### src/hdl/lba_pkg.sv
// Shared types and constants for the linked block allocator.
// Holds field widths, status codes and the controller/datapath interface structs.
// No dependencies.
`default_nettype none

package lba_pkg;

  // Fixed field widths
  localparam int START_W  = 10;
  localparam int COUNT_W  = 7;
  localparam int INDEX_W  = 10;
  localparam int FILE_W   = 7;
  localparam int STATUS_W = 3;
  localparam int OWNER_W  = 8;
  localparam int CFG_W    = 11;

  // Owner map code for a free block
  localparam logic [OWNER_W-1:0] FREE_CODE = 8'hFF;

  // Result status codes
  localparam logic [STATUS_W-1:0] ST_OK          = 3'd0;
  localparam logic [STATUS_W-1:0] ST_BAD_START   = 3'd1;
  localparam logic [STATUS_W-1:0] ST_NO_SPACE    = 3'd2;
  localparam logic [STATUS_W-1:0] ST_BAD_COUNT   = 3'd3;
  localparam logic [STATUS_W-1:0] ST_TABLE_FULL  = 3'd4;

  // Reset value of the managed disk size
  localparam logic [CFG_W-1:0] SIZE_RESET = 11'd1024;

  // Commands from controller to datapath
  typedef struct packed {
    logic clr;          // clear one owner map entry
    logic accept;       // latch request, read owner of start block
    logic check;        // evaluate request checks, seed the chain
    logic scan;         // one step of the free block scan
    logic set_nospace;  // record a failed scan
    logic cand_rd;      // read the next chain entry
    logic load_out;     // present a chain result, claim its block
    logic load_err;     // present the error result
  } lba_cmd_t;

  // Status from datapath to controller
  typedef struct packed {
    logic                clr_done;
    logic [STATUS_W-1:0] chk_code;
    logic                single;
    logic                scan_hit_last;
    logic                scan_exhausted;
    logic                emit_last;
    logic                out_free;
  } lba_sts_t;

endpackage

`default_nettype wire

### src/hdl/lba_ctrl.sv
// Controller state machine for the linked block allocator.
// Sequences clearing, request checks, the scan and result emission.
// Depends on lba_pkg.
`default_nettype none

module lba_ctrl (
  input  wire                 clk,
  input  wire                 rst,
  input  wire                 in_valid,
  output logic                in_stall,
  input  wire lba_pkg::lba_sts_t sts,
  output lba_pkg::lba_cmd_t   cmd
);

  localparam logic [2:0] S_CLEAR = 3'd0;
  localparam logic [2:0] S_IDLE  = 3'd1;
  localparam logic [2:0] S_CHECK = 3'd2;
  localparam logic [2:0] S_SCAN  = 3'd3;
  localparam logic [2:0] S_CRD   = 3'd4;
  localparam logic [2:0] S_CLD   = 3'd5;
  localparam logic [2:0] S_ERR   = 3'd6;

  logic [2:0] state;
  logic [2:0] state_next;

  // Take a new request only when idle
  assign in_stall = (state != S_IDLE);

  // Next state and commands
  always_comb begin
    state_next = state;
    cmd        = '0;
    unique case (state)
      S_CLEAR: begin
        if (sts.clr_done) begin
          state_next = S_IDLE;
        end else begin
          cmd.clr = 1'b1;
        end
      end
      S_IDLE: begin
        if (in_valid) begin
          cmd.accept = 1'b1;
          state_next = S_CHECK;
        end
      end
      S_CHECK: begin
        cmd.check = 1'b1;
        if (sts.chk_code != lba_pkg::ST_OK) begin
          state_next = S_ERR;
        end else if (sts.single) begin
          state_next = S_CRD;
        end else begin
          state_next = S_SCAN;
        end
      end
      S_SCAN: begin
        cmd.scan = 1'b1;
        if (sts.scan_hit_last) begin
          state_next = S_CRD;
        end else if (sts.scan_exhausted) begin
          cmd.set_nospace = 1'b1;
          state_next      = S_ERR;
        end
      end
      S_CRD: begin
        cmd.cand_rd = 1'b1;
        state_next  = S_CLD;
      end
      S_CLD: begin
        if (sts.out_free) begin
          cmd.load_out = 1'b1;
          state_next   = sts.emit_last ? S_IDLE : S_CRD;
        end
      end
      S_ERR: begin
        if (sts.out_free) begin
          cmd.load_err = 1'b1;
          state_next   = S_IDLE;
        end
      end
      default: begin
        state_next = S_IDLE;
      end
    endcase
  end

  // State register
  always_ff @(posedge clk) begin
    if (rst) begin
      state <= S_CLEAR;
    end else begin
      state <= state_next;
    end
  end

endmodule

`default_nettype wire

### config.mk
export PLATFORM = sky130hd
export DESIGN_NAME = lba_ctrl
export DESIGN_NICKNAME = d
export VERILOG_FILES = /design/src/hdl/lba_pkg.sv /design/src/hdl/lba_ctrl.sv
export SDC_FILE = /design/constraint.sdc
export NUM_CORES = 1
export LEC_CHECK = 0
export BUFFER_PORTS_ARGS = -buffer_cell sky130_fd_sc_hd__buf_4
export CAP_MARGIN = 20
export CORE_AREA = 3 3 40 42
export CTS_BUF_LIST = sky130_fd_sc_hd__clkbuf_8
export DETAILED_ROUTE_END_ITERATION = 10
export DIE_AREA = 0 0 43 45
export PLACE_DENSITY_LB_ADDON = 0.3
export RECOVER_POWER = 25
export SETUP_SLACK_MARGIN = 0.05
export SYNTH_ARGS = -nofsm -noshare
export SYNTH_HDL_FRONTEND = slang
export SYNTH_SLANG_ARGS = --single-unit
### constraint.sdc
create_clock -name clk -period 1.6 [get_ports clk]
set_input_delay 0 -clock clk [delete_from_list [all_inputs] [get_ports clk]]
set_output_delay 0 -clock clk [all_outputs]
set_load 0.01 [all_outputs]
==> results.md, run 1 <==
- Status: finished, final reports clean
- CTS Buf Count: 3
- Reg2reg setup slack: 0.20 ns
- Synth Area in XOR/XNOR: approximately 2.7%
- Pint: approximately 0.00044 W
- P_sw: approximately 0.00031 W
- Largest net degree at the start of global routing: 16
- Ports: 21
- Final hold slack: approximately 0.13 ns
- CP startpoint kind: register
- Final TNS setup: 0 ns
- Post-route DRC: 0
- Post-route ant nets: 0
- RD Place Congestion: a little under 0.8
- Largest family of logic cells by synthesized area: simple AND/OR/NAND/NOR gates
- Biggest register: state
- DP Wirelength: 663.7 um
- Share of cells above drive strength 1: approximately two fifths
- # resized after CTS: 0
- Wire per inst: roughly 11 um
- Vias/cell: between 5 and 6
- H-tree depth: 1
- Area Overhead vs Synth: 61.39%
- Reg clk slew, reported paths: approximately 0.04 ns
- FF-to-FF End: state[0]
- Power share of the combinational group: 44.4%
- CP Capture Point: state[0]
- RSZ-0062 raised after global routing: no
- Worst slew margin: 69.72%
- Post-synthesis mux area share: under 10%
- Die width: 43 um
- Post-Route Skew: approximately 0.0055 ns
- DR vias: ~410
- Register bit total from synthesis: 3
- Inserted Diodes: 0
- Post-CTS repair timing setup buffer count: 0
- First-pass GRT wire length: 1297 um
- Synthesized area: roughly 320 um^2
- Root Driver: clkbuf_8
- Die Ht: 45 um
- DR pass1 iterations: 4
- Global route overflow: 0
- Crit Path Category: reg2reg
- Core Area: 1285 um^2
- Post-route setup slack: about 0.2 ns
- Cell variety after synth: 26
- Dpl ws: slightly below 0.2 ns
- Hold path startpoint: sts[0]
- CP Capture Type: register
- Commonest non-fill, non-tap cell in the layout: buf_4
- Fmax achieved: just over 700 MHz
- Synth Area in Simple Gates: a little under two fifths
- Most frequent cells in the layout: buf_4, inv_1
- I/O Buffers: 20
- Final setup viols: 0
- Largest register FFs: 3
- Fin nets: 80
- YS warnings: 0
- Hold Crit Class: in2reg
- Switching Fraction: between 40% and 50%
- Worst-path maximum fanout: 14
- Seq pwr share: 25.9%
- Arr. time, crit path: around 1.5 ns
- Leading area contributor after synthesis: dfxtp_1
- Actual slew at the worst max-slew pin: between 0.4 and 0.5 ns
- GRT Overall Usage: 10.00%
- Starting Density: 25.22%
- # clock sinks: 3
- Worst r2r src: state[0]
- CTS tree: built
- Clock power frac: between 20 and 30%
- Peak VDD IR: about 0.5 mV
- Slew Viols, Final: 0
- Initial DRC count: 13
- Syn Area/Cell: around 7.2 um^2
- Top Registers: state x3
- Synth top area share: 18.53%
- Fin crit period: roughly 1.4 ns
- Compound-cell area share of the yosys netlist: 28.96%
- Hold Fails Final Rpt: 0
- Net count after synthesis: between 50 and 60
- Clock Latency Late Sink: between 0.2 and 0.25 ns
- Pwr/cell area: between 1000 and 1500 nW/um^2
- Crit share post-route: between 80 and 90%
- R2R depth: 4
- Seq/Total Area, Yosys: ~19%
- Crit path launch: state[0]
- Final WL: between 900 and 1000 um
- Clk buf depth: 2
- Total die area: just under 2000 um^2
- Cell Rows: 13
- Leak: between 0.2 and 0.25 nW
- Total of max-cap violations: 0
- Initial antenna violation count: 0
- Required @ worst endpoint: about 1.7 ns
- Adder-cell share of the synthesized area: 0%
- Cell count after synthesis: between 40 and 50
- Synth area leaders: dfxtp_1, nor3_2, nor4_1
- Number of global-route vias before repair: about 320
==> critical path, cell delays in order, from the launching register on <==
cell and delay (ns):
dfxtp_1 0.59, nand3b_1 0.20, nor3_2 0.32, o21ai_1 0.14, o41ai_2 0.06
==> kinds of logic after synthesis <==
logic type,count (synthesis)
and+or+nand+nor,20
DFF,3
AOI/OAI and AO/OA,13
muxes,1
buffers and inverters,7
xor gates and xnor gates,1
==> layout make-up <==
type,count,area [um^2]
well taps,15,18.77
fillers,135,762.0
multi-input cells,35,231.5
repair buffers,21,152.6
clock buffers,3,41.29
flip-flops and latches,3,60.06
clock inverters,1,3.754
inverters,4,15.01
==> how the worst min path moves through the flow <==
| stage | end | slack (ns) | cells after the start |
|---|---|---|---|
| 3_3_place_gp | state[2] | 0.22 | 2 |
| 6_report | state[2] | 0.13 | 4 |
| 5_1_grt | state[2] | 0.14 | 4 |
| 3_5_place_dp | state[2] | 0.22 | 2 |
| 2_1_floorplan | cmd[7] | 0.05 | 1 |
| 4_1_cts | state[2] | 0.13 | 4 |
==> synth_stat cells <==
cell type and count:
dfxtp_1 3, inv_1 3, nor2_1 3, nor3_1 3, nor4_1 3, o21ai_0 3, a21oi_1 2, and3_1 2
buf_2 2, nand2_1 2, nand2b_1 2, nor3_2 2, o21ai_1 2, a31oi_1 1, a32o_1 1, a32o_2 1
buf_4 1, inv_2 1, mux2i_1 1, nand3b_1 1, nor2b_1 1, nor3b_1 1, o211ai_1 1, o31ai_1 1
o41ai_2 1, xor2_1 1
==> power groups by stage <==
stage          Sequential (W)  Clock, W  Combinational, W
3_3_place_gp         0.000195         0          0.000348
3_5_place_dp         0.000194         0          0.000345
6_report             0.000193  0.000222          0.000331
2_1_floorplan        0.000129         0          0.000291
4_1_cts              0.000193  0.000226          0.000348
5_1_grt              0.000201  0.000241          0.000362
==> per-layer routing <==
metal,track usage (%),up-vias,routed length (um)
met5,0,-,0
met4,14.46,0,50
met3,2.390,5,93
met2,13.17,23,379
met1,11.11,175,390
li1,-,211,-
==> through the flow <==
step	util [%]	instances	power, W	instance area [um^2]
finish	40.70	82	0.0007462	523.0
global route	40.70	82	0.0008036	523.0
CTS	41.29	82	0.0007678	530.5
detailed placement	37.00	77	0.0005391	475.5
global placement	37.00	77	0.0005423	475.5
floorplan	-	45	0.0004199	324.1
==> timing repair <==
| item | CTS | global route |
|---|---|---|
| hold endpoints to repair | 1 | 0 |
| setup endpoints to repair | 0 | 0 |
| hold buffers | 1 | 0 |
No activity file was read; power rests on OpenSTA's default activity.
==> run 2: changes to the inputs <==
- clock period: 1.6 -> 1.4 ns (I/O delays scaled with it)
==> results.md, run 2 (synthesis results as in run 1) <==
- Area Overhead vs Synth: 68.73%
- Core Area: 1285 um^2 (unchanged)
- DP Wirelength: 698.4 um (+5.2%)
- RD Place Congestion: 0.7852 (+0.27%)
- Ports: 21 (unchanged)
- CTS tree: built
- Dpl cells: 79 (+2.6%)
- Top Registers: state x3
- # clock sinks: 3 (unchanged)
- Starting Density: 25.22% (unchanged)
- GRT Overall Usage: 10.15% (+0.15 points)
- Post-route ant nets: 0 (unchanged)
- Global route overflow: 0 (unchanged)
- Wire per inst: 10.83 um (-2.8%)
- Hold Crit Class: in2reg
- Non-filler instance count after layout: 84 (+2.4%)
- Fin nets: 82 (+2.5%)
- Worst r2r src: state[1]
- Crit share post-route: just over 90%
- Worst-path maximum fanout: 9 (-5)
- Final hold slack: 0.1366 ns (+0.004879 ns)
- Status: finished, final reports clean
- DR pass1 iterations: 4 (unchanged)
- Largest net degree at the start of global routing: 10 (-6)
- Final WL: 910 um (-0.44%)
- DR vias: 402 (-2.9%)
- Initial antenna violation count: 0 (unchanged)
- Root Driver: clkbuf_8
- Number of global-route vias before repair: 326 (+3.5%)
- Arr. time, crit path: 1.27 ns (-0.26 ns)
- Pwr/cell area: 1625 nW/um^2 (+14%)
- Fmax achieved: 788.2 MHz
- Required @ worst endpoint: 1.40 ns (-0.33 ns)
- H-tree depth: 1 (unchanged)
- Die width: 43 um (unchanged)
- Multi-input gate area: 237.7 um^2 (+2.7%)
- Leak: 0.2563 nW (+5.7%)
- Seq. cell area: 62.56 um^2 (+4.2%)
- Worst Hold Path Cells: 4 (unchanged)
- Most frequent cells in the layout: buf_4, inv_1
- Post-route DRC: 0 (unchanged)
- FF-to-FF End: state[0]
- Clock Latency Late Sink: 0.22 ns (about the same)
- First-pass GRT wire length: 1366 um (+5.3%)
- Biggest register: state
- CTS Buf Count: 3 (unchanged)
- Initial DRC count: 8 (-5)
- Clk buf depth: 2 (unchanged)
- Pwr Total: 0.0008884 W (+19%)
- Worst Hold Path EP: state[2]
- Post-Route Skew: 0.003446 ns (-0.002098 ns)
- Fillers: 136 (+0.74%)
- Final TNS setup: 0 ns (unchanged)
- Final core utilization: 42.55% (+1.8 points)
- CP Capture Type: output pin
- CP startpoint kind: register
- Crit Path Category: reg2out
- Hold path startpoint: sts[0]
- Hold Fails Final Rpt: 0 (unchanged)
- RSZ-0062 raised after global routing: no
- Largest register FFs: 3 (unchanged)
- Total die area: 1935 um^2 (unchanged)
- Inserted Diodes: 0 (unchanged)
- Reg clk slew, reported paths: 0.03 ns (about the same)
- Total of max-cap violations: 0 (unchanged)
- Fin crit period: roughly 1.3 ns
- Actual slew at the worst max-slew pin: 0.2825 ns (-0.1711 ns)
- Worst slew margin: 81.14% (+11 points)
- I/O Buffers: 20 (unchanged)
- Commonest non-fill, non-tap cell in the layout: buf_4
- Cell Rows: 13 (unchanged)
- Vias/cell: 4.786 (-5.2%)
- Slew Viols, Final: 0 (unchanged)
- Reg2reg setup slack: 0.15 ns (-0.05 ns)
- Peak VDD IR: 0.4533 mV (-9.3%)
- Final setup viols: 0 (unchanged)
- Die Ht: 45 um (unchanged)
- R2R depth: 4 (unchanged)
- Share of cells above drive strength 1: 43.48% (+4.7 points)
==> run 2: repair_timing <==
| item | 4_1_cts | 5_1_grt |
|---|---|---|
| gates resized for setup | 1 | 2 |
| hold endpoints to repair | 1 | 0 |
| endpoints found under the setup margin | 1 | 3 |
| hold buffers | 1 | 0 |
| setup buffers | 0 | 0 |
==> run 2: final cells by class <==
type	count	share of cell area (%)
inverters	4	2.746
multi-input cells	35	43.48
flip-flops and latches	3	11.44
clock inverters	1	0.6865
clock buffers	3	7.551
well taps	15	3.432
repair buffers	23	30.66
==> run 2: worst max path at each step <==
stage	from	endpoint	slack [ns]	depth (start not counted)
final	state[1]	cmd[3]	0.13	3
after global routing	state[1]	state[0]	0.06	4
after CTS	state[2]	cmd[1]	0.09	3
after detailed placement	state[0]	state[1]	0.11	4
after global placement	state[0]	state[0]	0.12	4
after floorplan	state[2]	state[0]	0.27	5
==> run 2: layer usage <==
metal | track usage [%] | routed length, um
met1 | 12.50 | 399
met5 | 0 | 0
met3 | 1.594 | 83
met4 | 12.65 | 30
met2 | 13.47 | 396
==> run 2: per-stage QoR <==
step | area [um^2] | setup WS (ns)
floorplan | 324.1 | 0.2739
global placement | 490.5 | 0.1197
detailed placement | 490.5 | 0.1101
CTS | 546.8 | 0.09453
global route | 546.8 | 0.05909
finish | 546.8 | 0.1313
==> run 2: worst max-delay path, stage by stage (launching register included) <==
cell      delay (ns)
dfxtp_1         0.47
nand3b_1        0.20
nor3b_1         0.23
buf_4           0.15
==> run 2: power breakdown <==
part	total [W]	leakage, nW	internal, W	switching, W
clock network	0.000244	0.0269	0.000187	0.0000576
logic	0.000446	0.204	0.000225	0.000221
registers	0.000198	0.0254	0.000124	0.0000742
total	0.000888	0.256	0.000536	0.000353
==> run 3: changes to the inputs <==
- SETUP_SLACK_MARGIN: 0.05 -> 0.4
==> results.md, run 3 (synthesis results as in run 1) <==
- Status: finished, final reports clean
- Commonest non-fill, non-tap cell in the layout: buf_4
- First-pass GRT wire length: 1635 um (+20%)
- Cell Rows: 13 (unchanged)
- Arr. time, crit path: 1.33 ns (+0.06 ns)
- Worst slew margin: 82.05% (+0.91 points)
- Die width: 43 um (unchanged)
- # clock sinks: 3 (unchanged)
- CP top delay family: flip-flops
- Final setup viols: 0 (unchanged)
- Ports: 21 (unchanged)
- Actual slew at the worst max-slew pin: 0.2683 ns (-0.01414 ns)
- Hold Fails Final Rpt: 0 (unchanged)
- Number of global-route vias before repair: 401 (+23%)
- DP Wirelength: 683.9 um (-2.1%)
- Fin nets: 88 (+7.3%)
- GRT Overall Usage: 11.31% (+1.2 points)
- Root Driver: clkbuf_8
- Initial DRC count: 8 (unchanged)
- Fmax achieved: 817.7 MHz (+3.7%)
- Total of max-cap violations: 0 (unchanged)
- Worst-path maximum fanout: 7 (-2)
- Pwr/cell area: 1676 nW/um^2 (+3.2%)
- Core Area: 1285 um^2 (unchanged)
- Largest register FFs: 3 (unchanged)
- Slowest cell on crit path: dfxtp_4
- CP startpoint kind: register
- RSZ-0062 raised after global routing: yes
- Global route overflow: 0 (unchanged)
- Required @ worst endpoint: 1.51 ns (+0.11 ns)
- Crit Path Category: reg2reg
- CP Capture Type: register
- CTS Buf Count: 3 (unchanged)
- Most frequent cells in the layout: buf_4, inv_1
- Crit share post-route: 87.36% (-3.3 points)
- I/O Buffers: 20 (unchanged)
- RD Place Congestion: 0.7029 (-10%)
- Leak: 0.3036 nW (+18%)
- Wire per inst: 12.60 um (+16%)
- Top Registers: state x3
- Fin crit period: 1.223 ns (-0.04567 ns)
- Biggest register: state
- CTS tree: built
- Die Ht: 45 um (unchanged)
- Largest net degree at the start of global routing: 10 (unchanged)
- Inserted Diodes: 0 (unchanged)
- WP buf/inv: 2 (+1)
- Post-route ant nets: 0 (unchanged)
- Final TNS setup: 0 ns (unchanged)
- Final WL: 1134 um (+25%)
- Initial antenna violation count: 0 (unchanged)
- Fillers: 121 (-11%)
- Slew Viols, Final: 0 (unchanged)
- H-tree depth: 1 (unchanged)
- Hold Crit Class: in2reg
- Post-route DRC: 0 (unchanged)
- DR pass1 iterations: 3 (-1)
- Total die area: 1935 um^2 (unchanged)
- Peak VDD IR: 0.6286 mV (+39%)
- Area Overhead vs Synth: 104.6%
- Pwr Total: 0.001112 W (+25%)
- Clock Latency Late Sink: 0.21 ns (about the same)
- Post-Route Skew: 0.003116 ns (-0.0003297 ns)
- Share of cells above drive strength 1: 62.67% (+19 points)
- DR vias: 445 (+11%)
- Slowest stage delay, CP: 0.36 ns (-0.11 ns)
- CP Cell Sequence: buf_6 -> buf_4 -> o211ai_1 -> o21ai_2 -> nor4_1
- Clk buf depth: 2 (unchanged)
- Vias/cell: 4.944 (+3.3%)
- Starting Density: 25.22% (unchanged)
- Reg clk slew, reported paths: 0.03 ns (about the same)
-- run 3: cell types whose count changed in the layout (fill, tap and decap cells not counted), moves of 2 or more --
| cell | before | now |
|---|---|---|
| o21ai_2 | 0 | 3 |
| dfxtp_4 | 0 | 3 |
| buf_6 | 0 | 3 |
| dfxtp_2 | 2 | 0 |
| o21ai_0 | 3 | 1 |
| buf_4 | 20 | 24 |
-- run 3: worst paths after layout --
kind / slack [ns] / cells past startpoint / endpoint / from
worst max-delay path: 0.18 / 5 / state[2] / state[1]
worst min-delay path: 0.17 / 4 / state[0] / sts[2]
worst max register to register: 0.18 / 5 / state[2] / state[1]
worst min register to register: 0.63 / 3 / state[1] / state[2]
-- run 3: power by group --
part | switching (W) | internal, W
Combinational | 0.000317 | 0.000354
Clock | 0.0000530 | 0.000186
Sequential | 0.0000634 | 0.000138
-- run 3: worst register-to-register path, stage by stage, from the launching register on --
cell and delay, ns:
dfxtp_4 0.36, buf_6 0.13, buf_4 0.14, o211ai_1 0.12
o21ai_2 0.09, nor4_1 0.27
-- run 3: stage by stage --
step / setup WS, ns / instances / util (%) / instance area (um^2) / hold WS [ns]
6_report: 0.1770 / 90 / 51.61 / 663.1 / 0.1666
5_1_grt: 0.1375 / 90 / 51.61 / 663.1 / 0.1852
4_1_cts: 0.2331 / 88 / 48.39 / 621.8 / 0.1360
3_5_place_dp: 0.1638 / 78 / 38.95 / 500.5 / 0.2188
3_3_place_gp: 0.1755 / 78 / 38.95 / 500.5 / 0.2205
2_1_floorplan: 0.2939 / 45 / - / 347.8 / 0.04661
-- run 3: routing by layer --
metal | wire length [um] | GRT usage, % | vias to the layer above
li1 | - | - | 227
met1 | 463 | 11.03 | 205
met2 | 592 | 21.86 | 13
met3 | 78 | 3.187 | 0
met4 | 0 | 5.422 | 0
met5 | 0 | 0 | -
-- run 3: what timing repair did --
| item | in CTS | in global routing |
|---|---|---|
| cloned | 0 | 1 |
| hold endpoints to repair | 1 | 0 |
| pin swaps | 6 | 5 |
| setup endpoints to repair | 12 | 12 |
| buffers inserted | 5 | 1 |
| hold buffers | 1 | 0 |
| resized for setup | 11 | 8 |
-- run 3: cell type report --
type | count | area [um^2] | share of cell area [%]
Tap cell | 15 | 18.77 | 2.830
Clock buffer | 3 | 41.29 | 6.226
Timing Repair Buffer | 29 | 227.7 | 34.34
Clock inverter | 1 | 3.754 | 0.5660
Sequential cell | 3 | 71.32 | 10.75
Inverter | 4 | 15.01 | 2.264
Multi-Input combinational cell | 35 | 285.3 | 43.02
